<file path="config.mk">
export PLATFORM = sky130hd
export DESIGN_NAME = pfde_job_q
export DESIGN_NICKNAME = d
export VERILOG_FILES = /design/src/rtl/pfde_pkg.sv /design/src/rtl/pfde_job_q.sv
export SDC_FILE = /design/constraint.sdc
export NUM_CORES = 1
export LEC_CHECK = 0
export ABC_AREA = 1
export ABC_CLOCK_PERIOD_IN_PS = 5500
export BUFFER_PORTS_ARGS = -buffer_cell sky130_fd_sc_hd__buf_2
export CAP_MARGIN = 10
export CORE_UTILIZATION = 30
export CTS_BUF_LIST = sky130_fd_sc_hd__clkbuf_4
export DETAILED_ROUTE_END_ITERATION = 10
export GPL_TIMING_DRIVEN = 0
export SYNTH_ARGS = -nofsm -noshare
export SYNTH_HDL_FRONTEND = slang
export SYNTH_SLANG_ARGS = --single-unit
export TNS_END_PERCENT = 20
</file>
<file path="constraint.sdc">
create_clock -name clk -period 5.5 [get_ports clk]
set_input_delay 1.65 -clock clk [delete_from_list [all_inputs] [get_ports clk]]
set_output_delay 1.65 -clock clk [all_outputs]
set_load 0.005 [all_outputs]
</file>
<file path="src/rtl/pfde_pkg.sv">
// shared types and constants for the page framebuffer draw engine
// no dependencies; every other rtl file refers to it by scoped names
package pfde_pkg;

  // default screen size in pixels
  localparam int SCREEN_WIDTH_DEF  = 128;
  localparam int SCREEN_HEIGHT_DEF = 64;

  // frame store: 8 pages of 128 columns, one byte each
  localparam int PAGE_W      = 3;
  localparam int COL_W       = 7;
  localparam int ADDR_W      = PAGE_W + COL_W;
  localparam int STORE_DEPTH = 1 << ADDR_W;

  // job queue between command decode and execution
  localparam int JOB_QDEPTH = 4;
  localparam int JOB_QPTR_W = $clog2(JOB_QDEPTH);

  // command codes as they arrive on the input tuser
  typedef enum logic [2:0] {
    OP_PIXEL   = 3'd0,
    OP_HLINE   = 3'd1,
    OP_RECT    = 3'd2,
    OP_OUTLINE = 3'd3,
    OP_FILL    = 3'd4,
    OP_READ    = 3'd5
  } op_t;

  // work kinds carried by the job queue
  typedef enum logic [1:0] {
    JOB_NOP  = 2'd0,
    JOB_RECT = 2'd1,
    JOB_FILL = 2'd2,
    JOB_READ = 2'd3
  } job_kind_t;

  // one unit of work; last marks the job that closes a command
  typedef struct packed {
    job_kind_t         kind;
    logic [7:0]        x;
    logic [7:0]        y;
    logic [7:0]        w;
    logic [7:0]        h;
    logic              on;
    logic [PAGE_W-1:0] page;
    logic [COL_W-1:0]  col;
    logic              last;
  } job_t;

  // execution states
  typedef enum logic [2:0] {
    B_IDLE,
    B_WRITE,
    B_RDATA,
    B_SWEEP,
    B_DONE
  } back_state_t;

endpackage

</file>
<file path="src/rtl/pfde_job_q.sv">
// short job queue between decode and execution
// depends on pfde_pkg
module pfde_job_q (
  input  logic           clk,
  input  logic           rst_n,
  input  logic           push,
  input  pfde_pkg::job_t push_job,
  output logic           full,
  input  logic           pop,
  output pfde_pkg::job_t head,
  output logic           valid
);

  pfde_pkg::job_t                    slot_r [pfde_pkg::JOB_QDEPTH];
  logic [pfde_pkg::JOB_QPTR_W-1:0]   wptr_r, rptr_r;
  logic [pfde_pkg::JOB_QPTR_W:0]     cnt_r;

  assign full  = (cnt_r == (pfde_pkg::JOB_QPTR_W+1)'(pfde_pkg::JOB_QDEPTH));
  assign valid = (cnt_r != '0);
  assign head  = slot_r[rptr_r];

  // pointers and fill count
  always_ff @(posedge clk) begin
    if (!rst_n) begin
      wptr_r <= '0;
      rptr_r <= '0;
      cnt_r  <= '0;
    end else begin
      if (push) begin
        wptr_r <= wptr_r + 1'b1;
      end
      if (pop) begin
        rptr_r <= rptr_r + 1'b1;
      end
      if (push && !pop) begin
        cnt_r <= cnt_r + 1'b1;
      end else if (pop && !push) begin
        cnt_r <= cnt_r - 1'b1;
      end
    end
  end

  // storage
  always_ff @(posedge clk) begin
    if (push) begin
      slot_r[wptr_r] <= push_job;
    end
  end

endmodule

</file>
==> results.cfg <==
[clocking]
clkSinkCount = 193
cts_made_buffers = 17
ctsHtreeMaxLevel = 4
clkLatencyLatePin_ns = 0.55
clockBufferDepth = 2
clk_pin_slew_ns = 0.12
cts_setup_buffers = 0
cts_hold_buf = 0
cts_root_buf = clkbuf_4
ctsResizeCount = 0
cts_tree = built

[sta]
fmax_ghz = 0.263
rsz0062_at_grt = no
worst_pin_slew_ns = 0.680
period_share_pct = 69.0
slew_headroom_pct = 54.6
hold_viol = 0
setup_viol = 0
tns_ns = 0
fin_skew_ns = 0.0235
slew_viol_final = 0
layout_min_cycle_time_ns = 3.80

[setup_path]
cp_top_family = buffers and inverters
critPathMaxFanout = 10
rr_startpoint = wptr_r[0]
endpoint_kind = output pin
critPathKind = register to output pin
reg2reg_depth = 5
worstPathArrival_ns = 2.15
crit_chain = inv_1 > clkbuf_1 > o21ai_1 > o22ai_1 > buf_2
r2r_end = slot_r[2][11]
start_kind = register
cp_data_required_time_ns = 3.85
cp_slowest_cell = clkbuf_1
slowest_delay_ns = 0.46
path_buf_inv = 3
rrSetupSlack_ns = 3.74

[logic_synthesis]
synth.top_cell.area_share_pct = 76.0
yosysUniqueCellTypes = 19
synth-seq-area-share_pct = 78.5
synth_fp_nets = 560
syn_inst = 504
ys_seq_elements = 193
yosys-top-cells-count = 184 x edfxtp_1, 98 x nor2_1, 64 x o21ai_0
synth-async-reset-ratio_pct = 0
synth_warnings = 0
avgSynthCellArea_um2 = 14.4
syn_area_um2 = 7270
synth_ff_type = edfxtp_1
synth.area.top_cells = edfxtp_1 76%, nor2_1 5.1%, o21ai_0 4.4%
synth_area_leader_cell = edfxtp_1
synth_edf_count = 184
synth.most_common_cell = edfxtp_1

[pwr]
p_per_area_nw_per_um2 = 322
vdd_drop_max_mv = 0.181
p_leak_nw = 2.97

[place]
dpl.hpwl_um = 10200
detailed_place.area_um2 = 8230
globalplace.congestion = 0.687
dp.cells = 924
place.port_buffers = 97

[grt]
grt_max_degree = 26
antenna_found_initial = 3
first_global_vias = 4411
grt_pass1_wl_um = 24700
overflow = 0
grt_usage_pct = 13.7

[final_layout]
final_core_utilization_pct = 36.1
drive_above_1_share_pct = 24.2
final_cells = 957
syn2layout_area_growth_pct = 17.2
final_area_um2 = 8520
fin_nets = 680
final.fill_count = 2328

[route]
routedWlPerCell_um = 16.9
drtPass1Iterations = 5
drc = 0
finalWirelength_um = 16200
drtIter0Drc = 297
vias = 4308
ant_nets = 0
viasPerCell = 4.50

[outcome]
status = finished, final reports clean

[floorplanning]
die_y_um = 158
fp.dieW_um = 158
ioPinCount = 98
fp.dieArea_um2 = 24900
core_um2 = 23600
rows = 56
start_util_pct = 30.8

[min_path]
min-delay-start = rptr_r[1]
hold_class = register to register
worstHoldPathCells = 1

[job]
maxCapViolCount = 0
## stage by stage
| stage | hold WS [ns] | power [W] | worst slack (ns) |
|---|---|---|---|
| CTS | 0.459 | 0.00279 | 1.54 |
| global placement | 0.435 | 0.00202 | 1.53 |
| floorplan | 0.412 | 0.00188 | 2.51 |
| global route | 0.492 | 0.00287 | 1.41 |
| finish | 0.457 | 0.00274 | 1.70 |
| detailed placement | 0.429 | 0.00203 | 2.19 |
## cell families after synthesis
group | Yosys count | share of synthesized area (%)
flip-flops | 193 | 78.5
AO/OA/AOI/OAI | 148 | 11.0
AND/OR/NAND/NOR | 111 | 5.80
buffers and inverters | 46 | 3.58
adder cells (fa/ha/maj) | 6 | 1.14
## flip-flops by register name (all words and copies together), names as in the netlist, named ones only
name / cells
rptr_r: 2
slot_r: 184
cnt_r: 3
wptr_r: 2
## placed cells by master (no fill, tap or decap), drive strengths merged, types with 2 or more instances in the layout
master	n
diode	2
o21ai	98
dfxtp	9
nand2	10
edfxtp	184
clkinvlp	3
nor2	98
a21oi	4
inv	22
ha	5
clkbuf	28
buf	119
bufinv	2
clkinv	4
o22ai	46
## worst max-delay path by stage
| stage | to | slack [ns] | from | depth (start not counted) |
|---|---|---|---|---|
| global route | head[2] | 1.41 | register | 5 |
| finish | head[2] | 1.70 | register | 5 |
| detailed placement | head[2] | 2.19 | register | 5 |
| floorplan | slot_r[0][0] | 2.51 | push | 2 |
| global placement | slot_r[3][16] | 1.53 | push | 3 |
| CTS | head[2] | 1.54 | register | 5 |
## layout make-up
class	instances	area [um^2]	area share (%)
Timing Repair Buffer	101	566	6.64
Sequential cell	193	5710	67.0
Tap cell	319	399	4.68
Multi-Input combinational cell	265	1300	15.3
Clock buffer	17	128	1.50
Inverter	17	63.8	0.749
Buffer	29	196	2.31
Antenna cell	2	5.00	0.0587
Clock inverter	14	155	1.82
## power breakdown
group | leakage (nW) | switching (W) | internal, W | total (W)
clock network | 0.145 | 0.000480 | 0.000275 | 0.000755
registers | 1.76 | 0.0000159 | 0.00167 | 0.00169
logic | 1.06 | 0.000187 | 0.000111 | 0.000298
total | 2.97 | 0.000683 | 0.00206 | 0.00274
## layer usage
metal	wire, um	part of all wire [%]	global-route usage [%]
met5	13	0.080	0
met1	7340	45	16.9
met3	812	5.0	4.41
met4	72	0.44	2.96
met2	7980	49	23.2
No activity file was read; power rests on OpenSTA's default activity.
