File: config.mk
export PLATFORM = sky130hd
export DESIGN_NAME = pfde_front
export DESIGN_NICKNAME = d
export VERILOG_FILES = /design/src/rtl/pfde_pkg.sv /design/src/rtl/pfde_front.sv
export SDC_FILE = /design/constraint.sdc
export NUM_CORES = 1
export LEC_CHECK = 0
export ABC_CLOCK_PERIOD_IN_PS = 9000
export BUFFER_PORTS_ARGS = -buffer_cell sky130_fd_sc_hd__buf_2
export CAP_MARGIN = 15
export CORE_MARGIN = 4
export CORE_UTILIZATION = 50
export DETAILED_ROUTE_END_ITERATION = 10
export PLACE_DENSITY = 0.92
export SETUP_SLACK_MARGIN = 0.3
export SLEW_MARGIN = 15
export SYNTH_ARGS = -nofsm -noshare
export SYNTH_HDL_FRONTEND = slang
export SYNTH_SLANG_ARGS = --single-unit
File: constraint.sdc
create_clock -name clk -period 9 [get_ports clk]
set_input_delay 0.45 -clock clk [delete_from_list [all_inputs] [get_ports clk]]
set_output_delay 0.45 -clock clk [all_outputs]
set_load 0.01 [all_outputs]
File: src/rtl/pfde_pkg.sv
// shared types and constants for the page framebuffer draw engine
// no dependencies; every other rtl file refers to it by scoped names
package pfde_pkg;

  // default screen size in pixels
  localparam int SCREEN_WIDTH_DEF  = 128;
  localparam int SCREEN_HEIGHT_DEF = 64;

  // frame store: 8 pages of 128 columns, one byte each
  localparam int PAGE_W      = 3;
  localparam int COL_W       = 7;
  localparam int ADDR_W      = PAGE_W + COL_W;
  localparam int STORE_DEPTH = 1 << ADDR_W;

  // job queue between command decode and execution
  localparam int JOB_QDEPTH = 4;
  localparam int JOB_QPTR_W = $clog2(JOB_QDEPTH);

  // command codes as they arrive on the input tuser
  typedef enum logic [2:0] {
    OP_PIXEL   = 3'd0,
    OP_HLINE   = 3'd1,
    OP_RECT    = 3'd2,
    OP_OUTLINE = 3'd3,
    OP_FILL    = 3'd4,
    OP_READ    = 3'd5
  } op_t;

  // work kinds carried by the job queue
  typedef enum logic [1:0] {
    JOB_NOP  = 2'd0,
    JOB_RECT = 2'd1,
    JOB_FILL = 2'd2,
    JOB_READ = 2'd3
  } job_kind_t;

  // one unit of work; last marks the job that closes a command
  typedef struct packed {
    job_kind_t         kind;
    logic [7:0]        x;
    logic [7:0]        y;
    logic [7:0]        w;
    logic [7:0]        h;
    logic              on;
    logic [PAGE_W-1:0] page;
    logic [COL_W-1:0]  col;
    logic              last;
  } job_t;

  // execution states
  typedef enum logic [2:0] {
    B_IDLE,
    B_WRITE,
    B_RDATA,
    B_SWEEP,
    B_DONE
  } back_state_t;

endpackage

File: src/rtl/pfde_front.sv
// command decode: takes one command request and splits it into jobs
// depends on pfde_pkg
module pfde_front (
  input  logic                      clk,
  input  logic                      rst_n,
  input  logic                      init_done,
  input  logic                      cmd_valid,
  output logic                      cmd_ready,
  input  pfde_pkg::op_t             cmd_op,
  input  logic [7:0]                cmd_x,
  input  logic [7:0]                cmd_y,
  input  logic [7:0]                cmd_w,
  input  logic [7:0]                cmd_h,
  input  logic                      cmd_on,
  input  logic [pfde_pkg::PAGE_W-1:0] cmd_page,
  input  logic [pfde_pkg::COL_W-1:0]  cmd_col,
  output logic                      job_push,
  output pfde_pkg::job_t            job,
  input  logic                      job_full
);

  pfde_pkg::op_t              op_r;
  logic [7:0]                 x_r, y_r, w_r, h_r;
  logic                       on_r;
  logic [pfde_pkg::PAGE_W-1:0] page_r;
  logic [pfde_pkg::COL_W-1:0]  col_r;
  logic                       held_r;
  logic [1:0]                 seq_r;
  logic                       take;

  // job generation from the held command and segment counter
  always_comb begin
    job       = '0;
    job.kind  = pfde_pkg::JOB_NOP;
    job.x     = x_r;
    job.y     = y_r;
    job.w     = w_r;
    job.h     = h_r;
    job.on    = on_r;
    job.page  = page_r;
    job.col   = col_r;
    job.last  = 1'b1;
    case (op_r)
      pfde_pkg::OP_PIXEL: begin
        job.kind = pfde_pkg::JOB_RECT;
        job.w    = 8'd1;
        job.h    = 8'd1;
      end
      pfde_pkg::OP_HLINE: begin
        job.kind = pfde_pkg::JOB_RECT;
        job.h    = 8'd1;
      end
      pfde_pkg::OP_RECT: begin
        job.kind = pfde_pkg::JOB_RECT;
      end
      pfde_pkg::OP_OUTLINE: begin
        // outline is four one-pixel-thick rectangles
        if (w_r != 8'd0 && h_r != 8'd0) begin
          job.kind = pfde_pkg::JOB_RECT;
          case (seq_r)
            2'd0: begin
              job.h    = 8'd1;
              job.last = 1'b0;
            end
            2'd1: begin
              job.y    = y_r + h_r - 8'd1;
              job.h    = 8'd1;
              job.last = 1'b0;
            end
            2'd2: begin
              job.w    = 8'd1;
              job.last = 1'b0;
            end
            default: begin
              job.x = x_r + w_r - 8'd1;
              job.w = 8'd1;
            end
          endcase
        end
      end
      pfde_pkg::OP_FILL: begin
        job.kind = pfde_pkg::JOB_FILL;
      end
      pfde_pkg::OP_READ: begin
        job.kind = pfde_pkg::JOB_READ;
      end
      default: begin
        job.kind = pfde_pkg::JOB_NOP;
      end
    endcase
  end

  // handshake: a new command enters once the held one has sent its last job
  assign job_push  = held_r && !job_full;
  assign cmd_ready = init_done && (!held_r || (job_push && job.last));
  assign take      = cmd_valid && cmd_ready;

  // control registers
  always_ff @(posedge clk) begin
    if (!rst_n) begin
      held_r <= 1'b0;
      seq_r  <= 2'd0;
    end else if (take) begin
      held_r <= 1'b1;
      seq_r  <= 2'd0;
    end else if (job_push) begin
      if (job.last) begin
        held_r <= 1'b0;
      end
      seq_r <= seq_r + 2'd1;
    end
  end

  // command payload
  always_ff @(posedge clk) begin
    if (take) begin
      op_r   <= cmd_op;
      x_r    <= cmd_x;
      y_r    <= cmd_y;
      w_r    <= cmd_w;
      h_r    <= cmd_h;
      on_r   <= cmd_on;
      page_r <= cmd_page;
      col_r  <= cmd_col;
    end
  end

endmodule

==> impl_metrics.ini <==
[synthesis]
synth_commonest_cells = sky130_fd_sc_hd__inv_1, sky130_fd_sc_hd__edfxtp_1, sky130_fd_sc_hd__ha_1, sky130_fd_sc_hd__and2_1, sky130_fd_sc_hd__nand2_1
synthesis.nets = 340
syn-cell-area_sq_um = 2840
number_of_synthesized_flops_with_an_enable_pin = 46
synthMostInstantiatedCell = sky130_fd_sc_hd__inv_1
avgSynthCellArea_sq_um = 11.0
yosys_warnings = 0
synth_seq_cells = 49
netlist_instances = 258
synth_seq_area_share_pct = 50.7
yosys.area.top_type = sky130_fd_sc_hd__edfxtp_1
post-synth-top-area-fraction_pct = 48.6
ys_async_sr_fraction_pct = 0
dominantRegCellSynth = sky130_fd_sc_hd__edfxtp_1
synth.area.top_cells = sky130_fd_sc_hd__edfxtp_1, sky130_fd_sc_hd__ha_1, sky130_fd_sc_hd__inv_1
synth.distinct_cells = 44

[floorplan]
row_count = 27
floorplan.die_area_sq_um = 6950
core-area_sq_um = 5510
total_i_o_pin_count = 99
floorplan.die.height_um = 83.4
initial_core_util_pct = 51.6
fp.dieW_um = 83.4

[pwr]
pwr_density_cell_nw_per_um2 = 137
fin_total_pwr_mw = 0.482
power.leakage_nw = 1.68
max-vdd-ir-drop_uv = 111

[worst_setup_path]
crit_required_ps = 8550
start_kind = register
crit_type = reg -> out
critical_path_data_arrival_time_ps = 2880
timing.critical_path.fanout_max = 3
critPathCaptureType = output pin

[grt]
grt_util_met2_pct = 34.0
grt_max_degree = 26
number_of_antenna_violations_at_the_first_check_in_global_routing = 0
globalRouteTotalUtil_pct = 18.2
grt_most_used_layer = met2
grt_first_pass_wirelength_mm = 10.4
grt_remaining_overflow = 0
grtUsageMet1_pct = 20.4
number_of_global_route_vias_before_repair = 2297
gr-usage-met3_pct = 3.57

[cts]
postCtsHoldBufs = 0
cts_made_buffers = 5
cts_tree = done
post_cts.repair.setup_buffers = 0
cts_max_path_buffers = 2
post_cts_resized = 0
path_clk_slew_ps = 90
insertion_delay_ps = 290
clock-sinks = 49
h-tree-depth = 2
cts.root.buffer_cell = sky130_fd_sc_hd__clkbuf_8

[flow_run]
timing.max_cap.violations = 0

[placed_design]
port_buffers = 98
placedCellCount = 426
place_congestion = 0.864
dp_hpwl_mm = 5.10
dpl-instance-area_sq_um = 3420
dp_slack_ps = 6000

[drt]
drc_errors = 0
drtPass1Iterations = 4
detailedRoute.firstIterationViolations = 84
final_antenna_net_count = 0
routed_via_density = 4.99
postRouteWirelength_mm = 6.26
post_drt_wl_per_cell_um = 14.4
number_of_vias_in_the_routed_layout = 2164

[sta]
timing_worst_slew_pin_value_ps = 749
final.setup.worst_slack_ps = 5670
fin_tns_setup_ps = 0
period_share_pct = 37.0
setup_violations = 0
number_of_failing_hold_endpoints_at_the_final_stage = 0
rsz_0062_raised_after_global_routing = false
timing.final.max_slew_violations = 0
max_clock_freq_ghz = 0.300
timing.final.crit_period_ps = 3330
timing.clock.skew_ps = 6.35
slew_headroom_pct = 50.0
finalHoldWorstSlack_ps = 325

[cells_and_area]
area_delta_synth_final_pct = 23.4
fin_cells = 434
fin_area_sq_um = 3510
net_count_of_the_finished_layout = 443
insertedDiodeCount = 0
finish.utilization_pct = 63.7
final_layout_size_suffix_gt1_share_pct = 31.2

[status]
result_of_the_run = completed

[worst_hold_path]
min-delay-path-class = in -> reg
layout make-up:
type                    instances  area, sq um
fillers                       445         2000
multi-input cells             148         1170
inverters                      58          218
well taps                      72         90.1
clock inverters                 1         7.51
flip-flops and latches         49         1440
repair buffers                 99          498
clock buffers                   7         76.3
worst paths after layout:
| kind | end | start | slack [ps] | depth (start not counted) |
|---|---|---|---|---|
| worst max-delay path | job[43] | w_r[1] | 5670 | 11 |
| worst min-delay path | x_r[3] | cmd_x[3] | 330 | 1 |
| worst max register to register | col_r[5] | w_r[1] | 6170 | 5 |
| worst min register to register | seq_r[0] | seq_r[0] | 520 | 2 |
critical path, cell delays in order, from the launching register on:
cell and delay [ps]:
sky130_fd_sc_hd__edfxtp_1 390, sky130_fd_sc_hd__inv_1 60, sky130_fd_sc_hd__ha_1 270, sky130_fd_sc_hd__inv_1 40
sky130_fd_sc_hd__ha_1 210, sky130_fd_sc_hd__fa_1 430, sky130_fd_sc_hd__a211o_1 280, sky130_fd_sc_hd__o211ai_1 150
sky130_fd_sc_hd__o21ai_1 120, sky130_fd_sc_hd__a2111o_1 370, sky130_fd_sc_hd__xnor2_1 130, sky130_fd_sc_hd__buf_2 140
state kept, by name (all words and copies together) (netlist names):
register,cells
op_r,3
x_r,8
w_r,8
seq_r,2
page_r,3
held_r,1
col_r,7
h_r,8
on_r,1
y_r,8
kinds of logic after synthesis:
family	count (synthesis)	share of synthesized area [%]
simple gates	62	12.0
compound gates	41	10.1
flops	49	50.7
xor+xnor	10	3.08
fa+ha+maj	31	14.2
buf+inv	61	8.28
mux	4	1.54
where the power goes:
group          internal, mW  switching, mW
clock                0.0551         0.0700
combinational        0.0411         0.0489
sequential            0.261        0.00564
total                 0.357          0.125
placed cells by master, fill, tap and decap left out, types with 3 or more instances in the layout:
cell type and n:
sky130_fd_sc_hd__inv_1 58, sky130_fd_sc_hd__a21oi_1 6, sky130_fd_sc_hd__nor4_1 5, sky130_fd_sc_hd__dfxtp_1 3, sky130_fd_sc_hd__ha_1 29, sky130_fd_sc_hd__xor2_1 9, sky130_fd_sc_hd__edfxtp_1 46, sky130_fd_sc_hd__nor2_1 5
sky130_fd_sc_hd__nor3_1 4, sky130_fd_sc_hd__buf_2 98, sky130_fd_sc_hd__nand2_1 19, sky130_fd_sc_hd__clkbuf_8 5, sky130_fd_sc_hd__o21ai_1 10, sky130_fd_sc_hd__and2_1 19, sky130_fd_sc_hd__a21o_1 4
metal layers:
layer,up-vias,part of all wire (%)
met5,-,0
met4,0,1.7
met3,10,4.4
met2,53,54
met1,1014,40
li1,1087,-
(Power assumes the default switching activity.)
